### config.mk
export PLATFORM = sky130hd
export DESIGN_NAME = hid_message_reassembler_unit
export DESIGN_NICKNAME = d
export VERILOG_FILES = /design/src/sv/hmr_pkg.sv /design/src/sv/hmr_in_reg.sv /design/src/sv/hmr_parser.sv /design/src/sv/hmr_out_reg.sv /design/src/sv/hid_message_reassembler_unit.sv
export SDC_FILE = /design/constraint.sdc
export NUM_CORES = 1
export LEC_CHECK = 0
export BUFFER_PORTS_ARGS = -buffer_cell sky130_fd_sc_hd__buf_2
export CORE_MARGIN = 5
export CORE_UTILIZATION = 53
export DETAILED_ROUTE_END_ITERATION = 16
export MAX_ROUTING_LAYER = met4
export PLACE_DENSITY = 0.76
export SYNTH_ARGS = -nofsm -noshare
export SYNTH_HDL_FRONTEND = slang
export SYNTH_SLANG_ARGS = --single-unit
### constraint.sdc
create_clock -name i_clk -period 7.13 [get_ports i_clk]
set_input_delay 0.3565 -clock i_clk [delete_from_list [all_inputs] [get_ports i_clk]]
set_output_delay 0.3565 -clock i_clk [all_outputs]
set_load 0.005 [all_outputs]
### src/sv/hmr_pkg.sv
// Shared types and constants for the HID message reassembler.
// Used by the parser, the result register, the top level and the testbench; depends on nothing.
package hmr_pkg;

    // Report geometry
    localparam int ReportBytes = 64;
    localparam int PosW        = $clog2(ReportBytes);

    // Fixed byte positions inside a report
    localparam logic [PosW-1:0] PosCmd    = PosW'(4);
    localparam logic [PosW-1:0] PosLenHi  = PosW'(5);
    localparam logic [PosW-1:0] PosLenLo  = PosW'(6);
    localparam logic [PosW-1:0] PosLast   = PosW'(ReportBytes - 1);

    localparam logic [31:0] BroadcastChan = 32'hffff_ffff;

    // Result kinds
    localparam logic [1:0] KIND_PAYLOAD = 2'd0;
    localparam logic [1:0] KIND_EMPTY   = 2'd1;
    localparam logic [1:0] KIND_ERROR   = 2'd2;

    // Error codes
    localparam logic [1:0] ERR_FIRST_NOT_INIT = 2'd0;
    localparam logic [1:0] ERR_UNEXP_INIT     = 2'd1;
    localparam logic [1:0] ERR_SEQ_MISMATCH   = 2'd2;

    // Message phase
    typedef enum logic [1:0] {
        PH_IDLE = 2'b01,
        PH_CONT = 2'b10
    } t_phase;

    // Handling of the rest of the current report
    typedef enum logic [2:0] {
        RK_DISCARD = 3'b001,
        RK_INIT    = 3'b010,
        RK_CONT    = 3'b100
    } t_rkind;

    // One result item
    typedef struct packed {
        logic [1:0]  kind;
        logic [1:0]  error_code;
        logic [31:0] chan;
        logic        broadcast;
        logic [6:0]  command;
        logic [15:0] msg_len;
        logic [7:0]  data_byte;
        logic [15:0] byte_index;
        logic        last;
        logic [7:0]  packets_used;
    } t_result;

endpackage

### src/sv/hmr_in_reg.sv
// Input register of the reassembler: holds one report byte.
// Depends on nothing; advance is granted by the result register.
module hmr_in_reg (
    input  logic       i_clk,
    input  logic       i_rst_n,
    input  logic       i_valid,
    output logic       o_ready,
    input  logic [7:0] i_byte,
    input  logic       i_free,
    output logic       o_adv,
    output logic [7:0] o_byte
);

    logic       r_valid;
    logic [7:0] r_byte;

    // Move the held byte on whenever the result side has room
    assign o_adv   = r_valid && i_free;
    assign o_ready = !r_valid || i_free;
    assign o_byte  = r_byte;

    // Track occupancy
    always_ff @(posedge i_clk) begin
        if (!i_rst_n) begin
            r_valid <= 1'b0;
        end else if (o_ready) begin
            r_valid <= i_valid;
        end
    end

    // Capture the byte on each transaction
    always_ff @(posedge i_clk) begin
        if (i_valid && o_ready) begin
            r_byte <= i_byte;
        end
    end

endmodule

### src/sv/hmr_parser.sv
// Report parser: position counter, message state and result formation.
// Depends on hmr_pkg for types, positions and codes.
module hmr_parser (
    input  logic             i_clk,
    input  logic             i_rst_n,
    input  logic             i_adv,
    input  logic [7:0]       i_byte,
    output logic             o_res_valid,
    output hmr_pkg::t_result o_res
);

    logic [hmr_pkg::PosW-1:0] r_pos, n_pos;
    hmr_pkg::t_phase          r_phase, n_phase;
    hmr_pkg::t_rkind          r_rkind, n_rkind;
    logic [31:0]              r_chan, n_chan;
    logic [31:0]              r_shift, n_shift;
    logic [6:0]               r_cmd, n_cmd;
    logic [15:0]              r_len, n_len;
    logic [15:0]              r_rcv, n_rcv;
    logic [7:0]               r_rpt, n_rpt;

    logic             emit;
    hmr_pkg::t_result res;

    // Next state and result for the byte at the current position
    always_comb begin
        logic        take_payload;
        logic        is_init;
        logic        is_last;
        logic [15:0] len_full;
        take_payload = 1'b0;
        is_init      = i_byte[7];
        is_last      = 1'b0;
        len_full     = {r_len[15:8], i_byte};
        n_pos   = r_pos;
        n_phase = r_phase;
        n_rkind = r_rkind;
        n_chan  = r_chan;
        n_shift = r_shift;
        n_cmd   = r_cmd;
        n_len   = r_len;
        n_rcv   = r_rcv;
        n_rpt   = r_rpt;
        emit    = 1'b0;
        res     = '0;
        res.last = 1'b1;

        if (r_pos < hmr_pkg::PosCmd) begin
            // Shift in the channel, most significant byte first
            n_shift = {r_shift[23:0], i_byte};
        end else if (r_pos == hmr_pkg::PosCmd) begin
            res.chan       = r_shift;
            res.command    = i_byte[6:0];
            res.kind       = hmr_pkg::KIND_ERROR;
            if (r_phase == hmr_pkg::PH_IDLE) begin
                if (!is_init) begin
                    emit            = 1'b1;
                    res.error_code  = hmr_pkg::ERR_FIRST_NOT_INIT;
                    n_rkind         = hmr_pkg::RK_DISCARD;
                end else begin
                    n_chan  = r_shift;
                    n_cmd   = i_byte[6:0];
                    n_len   = '0;
                    n_rcv   = '0;
                    n_rpt   = 8'd1;
                    n_rkind = hmr_pkg::RK_INIT;
                end
            end else begin
                res.packets_used = r_rpt;
                if (is_init) begin
                    emit           = 1'b1;
                    res.error_code = hmr_pkg::ERR_UNEXP_INIT;
                    n_phase        = hmr_pkg::PH_IDLE;
                    n_rkind        = hmr_pkg::RK_DISCARD;
                end else if ((r_rpt - 8'd1) != i_byte) begin
                    emit           = 1'b1;
                    res.error_code = hmr_pkg::ERR_SEQ_MISMATCH;
                    n_phase        = hmr_pkg::PH_IDLE;
                    n_rkind        = hmr_pkg::RK_DISCARD;
                end else begin
                    n_rpt   = r_rpt + 8'd1;
                    n_rkind = hmr_pkg::RK_CONT;
                end
            end
        end else if (r_rkind == hmr_pkg::RK_INIT) begin
            if (r_pos == hmr_pkg::PosLenHi) begin
                n_len = {i_byte, 8'h00};
            end else if (r_pos == hmr_pkg::PosLenLo) begin
                n_len = len_full;
                if (len_full == 16'd0) begin
                    // Empty message completes at once
                    emit             = 1'b1;
                    res.kind         = hmr_pkg::KIND_EMPTY;
                    res.chan         = r_chan;
                    res.command      = r_cmd;
                    res.packets_used = r_rpt;
                    n_rkind          = hmr_pkg::RK_DISCARD;
                end else begin
                    n_phase = hmr_pkg::PH_CONT;
                end
            end else begin
                take_payload = 1'b1;
            end
        end else if (r_rkind == hmr_pkg::RK_CONT) begin
            take_payload = 1'b1;
        end

        // Deliver a payload byte, or drop the rest once the message is done
        if (take_payload) begin
            if (r_phase == hmr_pkg::PH_IDLE || r_rcv >= r_len) begin
                n_rkind = hmr_pkg::RK_DISCARD;
            end else begin
                is_last            = (r_rcv + 16'd1) == r_len;
                emit               = 1'b1;
                res.kind           = hmr_pkg::KIND_PAYLOAD;
                res.chan           = r_chan;
                res.command        = r_cmd;
                res.msg_len        = r_len;
                res.data_byte      = i_byte;
                res.byte_index     = r_rcv;
                res.last           = is_last;
                res.packets_used   = r_rpt;
                n_rcv              = r_rcv + 16'd1;
                if (is_last) begin
                    n_phase = hmr_pkg::PH_IDLE;
                    n_rkind = hmr_pkg::RK_DISCARD;
                end
            end
        end

        res.broadcast = (res.chan == hmr_pkg::BroadcastChan);

        // Advance the report position, wrap at the report end
        if (r_pos >= hmr_pkg::PosLast) begin
            n_pos   = '0;
            n_rkind = hmr_pkg::RK_DISCARD;
        end else begin
            n_pos = r_pos + 1'b1;
        end
    end

    assign o_res_valid = i_adv && emit;
    assign o_res       = res;

    // Control state
    always_ff @(posedge i_clk) begin
        if (!i_rst_n) begin
            r_pos   <= '0;
            r_phase <= hmr_pkg::PH_IDLE;
            r_rkind <= hmr_pkg::RK_DISCARD;
            r_rcv   <= '0;
            r_rpt   <= '0;
            r_len   <= '0;
            r_chan  <= '0;
            r_cmd   <= '0;
            r_shift <= '0;
        end else if (i_adv) begin
            r_pos   <= n_pos;
            r_phase <= n_phase;
            r_rkind <= n_rkind;
            r_rcv   <= n_rcv;
            r_rpt   <= n_rpt;
            r_len   <= n_len;
            r_chan  <= n_chan;
            r_cmd   <= n_cmd;
            r_shift <= n_shift;
        end
    end

    // No result comes from the channel bytes of a report
    a_no_result_in_channel: assert property (@(posedge i_clk) disable iff (!i_rst_n)
        o_res_valid |-> r_pos >= hmr_pkg::PosCmd)
        else $error("result raised inside the channel field");

    // An error always drops back to idle
    a_error_goes_idle: assert property (@(posedge i_clk) disable iff (!i_rst_n)
        o_res_valid && o_res.kind == hmr_pkg::KIND_ERROR |=> r_phase == hmr_pkg::PH_IDLE)
        else $error("phase not idle after error");

    // Payload index stays below the declared length
    a_index_in_range: assert property (@(posedge i_clk) disable iff (!i_rst_n)
        o_res_valid && o_res.kind == hmr_pkg::KIND_PAYLOAD
            |-> o_res.byte_index < o_res.msg_len)
        else $error("payload index beyond length");

    // Last payload byte ends the message
    a_last_goes_idle: assert property (@(posedge i_clk) disable iff (!i_rst_n)
        o_res_valid && o_res.kind == hmr_pkg::KIND_PAYLOAD && o_res.last
            |=> r_phase == hmr_pkg::PH_IDLE && r_rkind == hmr_pkg::RK_DISCARD)
        else $error("message not closed after last byte");

endmodule

### src/sv/hmr_out_reg.sv
// Result register of the reassembler: holds one result until taken.
// Depends on hmr_pkg for the result type.
module hmr_out_reg (
    input  logic             i_clk,
    input  logic             i_rst_n,
    input  logic             i_load,
    input  logic             i_res_valid,
    input  hmr_pkg::t_result i_res,
    input  logic             i_tready,
    output logic             o_free,
    output logic             o_tvalid,
    output hmr_pkg::t_result o_res
);

    logic             r_valid;
    hmr_pkg::t_result r_res;

    // Room for a new result when empty or being taken now
    assign o_free   = !r_valid || i_tready;
    assign o_tvalid = r_valid;
    assign o_res    = r_res;

    // Track occupancy
    always_ff @(posedge i_clk) begin
        if (!i_rst_n) begin
            r_valid <= 1'b0;
        end else if (i_load) begin
            r_valid <= i_res_valid;
        end else if (i_tready) begin
            r_valid <= 1'b0;
        end
    end

    // Capture the result payload
    always_ff @(posedge i_clk) begin
        if (i_load && i_res_valid) begin
            r_res <= i_res;
        end
    end

endmodule

### src/sv/hid_message_reassembler_unit.sv
// Top level of the HID message reassembler.
// Depends on hmr_pkg, hmr_in_reg, hmr_parser and hmr_out_reg.
//
//   Channel  Dir  tdata                         tuser  tlast
//   s_axis   in   report byte                   -      -
//   m_axis   out  result fields (96 bits)       kind   last item of message
//
// One report byte is taken per cycle while the output is not stalled. An accepted
// byte sits in the input register, goes through the parser logic and is loaded
// into the result register, from which its result is taken.
// At most one result per byte; bytes that give none still pass through the input register and the parser.
// Reset is synchronous, active low, and returns to position 0, idle.
// A stalled output holds its result while one more byte waits in the input
// register; further input is then held off.
module hid_message_reassembler_unit (
    input  logic        i_clk,
    input  logic        i_rst_n,
    input  logic        s_axis_tvalid,
    output logic        s_axis_tready,
    input  logic [7:0]  s_axis_tdata,   // [7:0] report_byte
    output logic        m_axis_tvalid,
    input  logic        m_axis_tready,
    // [1:0] error_code, [33:2] chan, [34] broadcast, [41:35] command,
    // [57:42] msg_len, [65:58] data_byte, [81:66] byte_index,
    // [89:82] packets_used, [95:90] zero
    output logic [95:0] m_axis_tdata,
    output logic [1:0]  m_axis_tuser,   // [1:0] kind
    output logic        m_axis_tlast    // last
);

    logic             adv;
    logic             free;
    logic [7:0]       byte_q;
    logic             res_valid;
    hmr_pkg::t_result res;
    hmr_pkg::t_result out_res;

    hmr_in_reg u_in (
        .i_clk   (i_clk),
        .i_rst_n (i_rst_n),
        .i_valid (s_axis_tvalid),
        .o_ready (s_axis_tready),
        .i_byte  (s_axis_tdata),
        .i_free  (free),
        .o_adv   (adv),
        .o_byte  (byte_q)
    );

    hmr_parser u_parser (
        .i_clk       (i_clk),
        .i_rst_n     (i_rst_n),
        .i_adv       (adv),
        .i_byte      (byte_q),
        .o_res_valid (res_valid),
        .o_res       (res)
    );

    hmr_out_reg u_out (
        .i_clk       (i_clk),
        .i_rst_n     (i_rst_n),
        .i_load      (adv),
        .i_res_valid (res_valid),
        .i_res       (res),
        .i_tready    (m_axis_tready),
        .o_free      (free),
        .o_tvalid    (m_axis_tvalid),
        .o_res       (out_res)
    );

    // Pack the result fields, highest field first
    assign m_axis_tdata = {6'd0,
                           out_res.packets_used,
                           out_res.byte_index,
                           out_res.data_byte,
                           out_res.msg_len,
                           out_res.command,
                           out_res.broadcast,
                           out_res.chan,
                           out_res.error_code};
    assign m_axis_tuser = out_res.kind;
    assign m_axis_tlast = out_res.last;

endmodule

==> results.ini <==
[clock_tree]
h-tree-depth = 1
cts_buffer_depth = 3
clkTransAtPathRegs_ns = 0.06
cts_resized = 0
post-cts-setup-buffer-count = 0
tritoncts = done
cts-buffers-inserted = 23
hold_buffers = 0
worstSkewPairLatency_ns = 0.52
clkSinkCount = 225
root_buffer = clkbuf_16

[pwr]
switchingPower_mw = 0.5462
total_power_mw = 2.614
p_per_area_nw_per_um2 = 216.5
comb_power_share_pct = 2.1
p_leak_nw = 4.563
ir_drop_mv = 0.1700
p_int_mw = 2.067
netSwitchingFraction_pct = 20.90
power_frac_seq_pct = 52.3
clock_power_share_pct = 45.6

[detailed_routing]
drt_iter0_markers = 748
postRouteAntennaNets = 0
via_count = 8256
first_pass_iters = 5
avgViaCountPerCell = 5.690
post-route-drc-count = 0
wl_per_cell_um = 17.91
drt-total-wl_um = 25980

[timing]
fin_tns_setup_ns = 0
setup_violations = 0
finalHoldViolations = 0
period_needed_ns = 4.312
relSlewSlack_pct = 21.57
fin_skew_ns = 0.01221
tightest_slew_ns = 1.174
rsz0062_at_grt = no
fmax_ghz = 0.2319
fin_crit_sh_pct = 60.48
slew_viol_final = 0

[placement]
gp_congestion = 0.9666
dpl.hpwl_um = 17240
io_buffers = 106

[setup_path]
rr_endpoint = u_out.o_res[45]$_SDFFCE_PP0P_
end_kind = register
rrSetupSlack_ns = 2.82
path_common_cell = a21oi_1
critPathLaunchType = register
arrival_ns = 4.45
crit_required_ns = 7.27
max_stage_delay_ns = 0.74
critPathCapture = u_out.o_res[45]$_SDFFCE_PP0P_
path_class = reg2reg
r2r-start = u_parser.r_rcv[3]$_SDFFE_PN0P_
crit_path_start = u_parser.r_rcv[3]$_SDFFE_PN0P_
crit_slowest_cell = or2_2
reg2reg_depth = 10
path_max_fanout = 54
path_cells = ha_1 -> a211o_1 -> a21oi_1 -> o21ai_0 -> a221o_1 -> nor3_2 -> or2_2 -> a21oi_1 -> nor2_4 -> buf_4

[die]
fp.dieH_um = 152.6
ios = 113
dieArea_um2 = 23280
initial_core_util_pct = 53.58
die_w_um = 152.6
rows = 52
core_area_um2 = 20100

[flow_run]
cap_violations = 0

[synthesis]
synth.avg_cell_area_um2 = 9.793
ys_ff_latch = 225
syn_inst = 1100
synth-edff-count = 101
ys_warn_count = 0
synth_area_um2 = 10770
seq_area_frac_synth_pct = 51.20
async_flop_share_pct = 0
synth.distinct_cells = 67
ys.flop_type = dfxtp_1

[final_layout]
seqCellArea_um2 = 5515
fillCellCount = 1747
layout_commonest_cell = nand2_1
n_antenna_cell = 0
nets = 1199
multi_input_area_um2 = 4731
area_growth_pct = 12.08
final_cell_mix = nand2_1 (184), dfxtp_1 (124), buf_2 (106)
drive_above_1_share_pct = 15.24

[global_routing]
grt_usage_pct = 22.35
grt_pass1_wl_um = 42140
grt_max_degree = 113
gr-total-overflow = 0
antenna_found_initial = 0
grt_pass1_vias = 7690

[run_status]
status = finished, final reports clean

[min_path]
hold_class = in2reg

-- registers in the layout, indices dropped and copies added, names as in the netlist, 2 cells and up --
register          flops
u_in.o_byte           8
u_parser.r_rkind      3
u_parser.r_shift     32
u_parser.r_rpt        8
u_parser.r_cmd        7
u_parser.r_rcv       16
u_parser.r_len       16
u_parser.r_chan      32
u_out.o_res          93
u_parser.r_phase      2
u_parser.r_pos        6
-- synth_stat cells (all sizes together), types with 2 or more instances --
cell type  number  share of area (%)
xor2           13                1.1
a31o            2               0.16
a2111oi         2               0.16
inv            32                1.1
buf            22                1.2
nor2           37                1.4
dfxtp         124                 23
or2             6               0.35
a211oi          6               0.42
a22o           35                2.8
edfxtp        101                 28
nor3           24                1.1
a22oi          21                1.5
nor4b           3               0.30
and2           33                1.9
a211o           3               0.24
and3           11               0.64
ha             23                2.7
nand2         184                6.4
or3             3               0.17
o21a            3               0.21
a21o           13               0.91
o21ai          23                1.1
clkbuf         62                2.9
mux2i           5               0.46
a32oi           2               0.16
a21oi          45                2.1
nand4          18                1.2
o211ai          2               0.14
nor4           33                1.9
nand2b         12               0.70
nand3          36                1.8
or4             4               0.38
xnor2          23                1.9
nor3b           3               0.21
nor2b          28                1.6
a21boi         82                5.7
o221ai          2               0.22
or3b            2               0.16
a31oi           4               0.23
-- worst max-delay path, delay by kind of cell (launching register included) --
kind            cells  cell delay [ns]
simple gates        3             1.12
flops               1             0.55
fa+ha+maj           1             0.31
compound gates      5             1.30
buf+inv             1             0.55
-- routing by layer --
layer  track usage, %  vias up  share of wire (%)
li1                 -     4044                  -
met4            5.431        0                1.8
met3            3.181       33                6.5
met1            32.74     3900                 47
met5                -        -                  0
met2            32.98      279                 45
-- layout make-up --
type	count	share of cell area [%]
Clock buffer	25	4.829
Clock inverter	17	1.378
Inverter	32	0.9948
Multi-Input combinational cell	764	39.18
Sequential cell	225	45.68
Tap cell	270	2.798
Timing Repair Buffer	118	5.140
-- power groups by stage --
| stage | registers, mW | logic (mW) | clock network (mW) |
|---|---|---|---|
| 4_1_cts | 1.37 | 0.0543 | 1.21 |
| 6_report | 1.37 | 0.0546 | 1.19 |
| 3_5_place_dp | 1.40 | 0.0541 | 0 |
| 5_1_grt | 1.37 | 0.0598 | 1.28 |
| 2_1_floorplan | 1.38 | 0.0514 | 0 |
| 3_3_place_gp | 1.40 | 0.0536 | 0 |
-- per-stage QoR --
stage / util, % / instance area (um^2) / hold slack (ns) / cells / setup slack (ns)
4_1_cts: 60.06 / 12070 / 0.0007230 / 1451 / 2.856
6_report: 60.06 / 12070 / 0.01730 / 1451 / 2.818
5_1_grt: 60.06 / 12070 / 0.005095 / 1451 / 2.576
3_3_place_gp: 56.33 / 11320 / 0.4513 / 1409 / 2.925
2_1_floorplan: - / 10790 / 0.4404 / 1105 / 0.3721
3_5_place_dp: 56.33 / 11320 / 0.4569 / 1409 / 2.865
-- how the worst min path moves through the flow --
stage | cells past startpoint | slack, ns | startpoint | to
finish | 1 | 0.02 | s_axis_tdata[6] | u_in.o_byte[6]$_DFFE_PP_
floorplan | 1 | 0.44 | u_parser.r_phase[0]$_SDFFE_PN1P_ | u_parser.r_phase[0]$_SDFFE_PN1P_
global route | 1 | 0.005 | s_axis_tdata[6] | u_in.o_byte[6]$_DFFE_PP_
CTS | 1 | 0.0007 | s_axis_tdata[6] | u_in.o_byte[6]$_DFFE_PP_
global placement | 2 | 0.45 | u_parser.r_cmd[2]$_SDFFE_PN0P_ | u_parser.r_cmd[2]$_SDFFE_PN0P_
detailed placement | 2 | 0.46 | u_parser.r_cmd[0]$_SDFFE_PN0P_ | u_parser.r_cmd[0]$_SDFFE_PN0P_
-- kinds of logic after synthesis --
kind of cell | Yosys count | synth area share (%)
xor gates and xnor gates | 37 | 3.147
buffers and inverters | 116 | 5.226
other | 1 | 0.03481
AOI/OAI and AO/OA | 253 | 16.72
adders and majority gates | 23 | 2.671
DFF | 225 | 51.20
and+or+nand+nor | 439 | 20.43
muxes | 6 | 0.5691
Note: power is estimated with default switching activity, not from simulation.
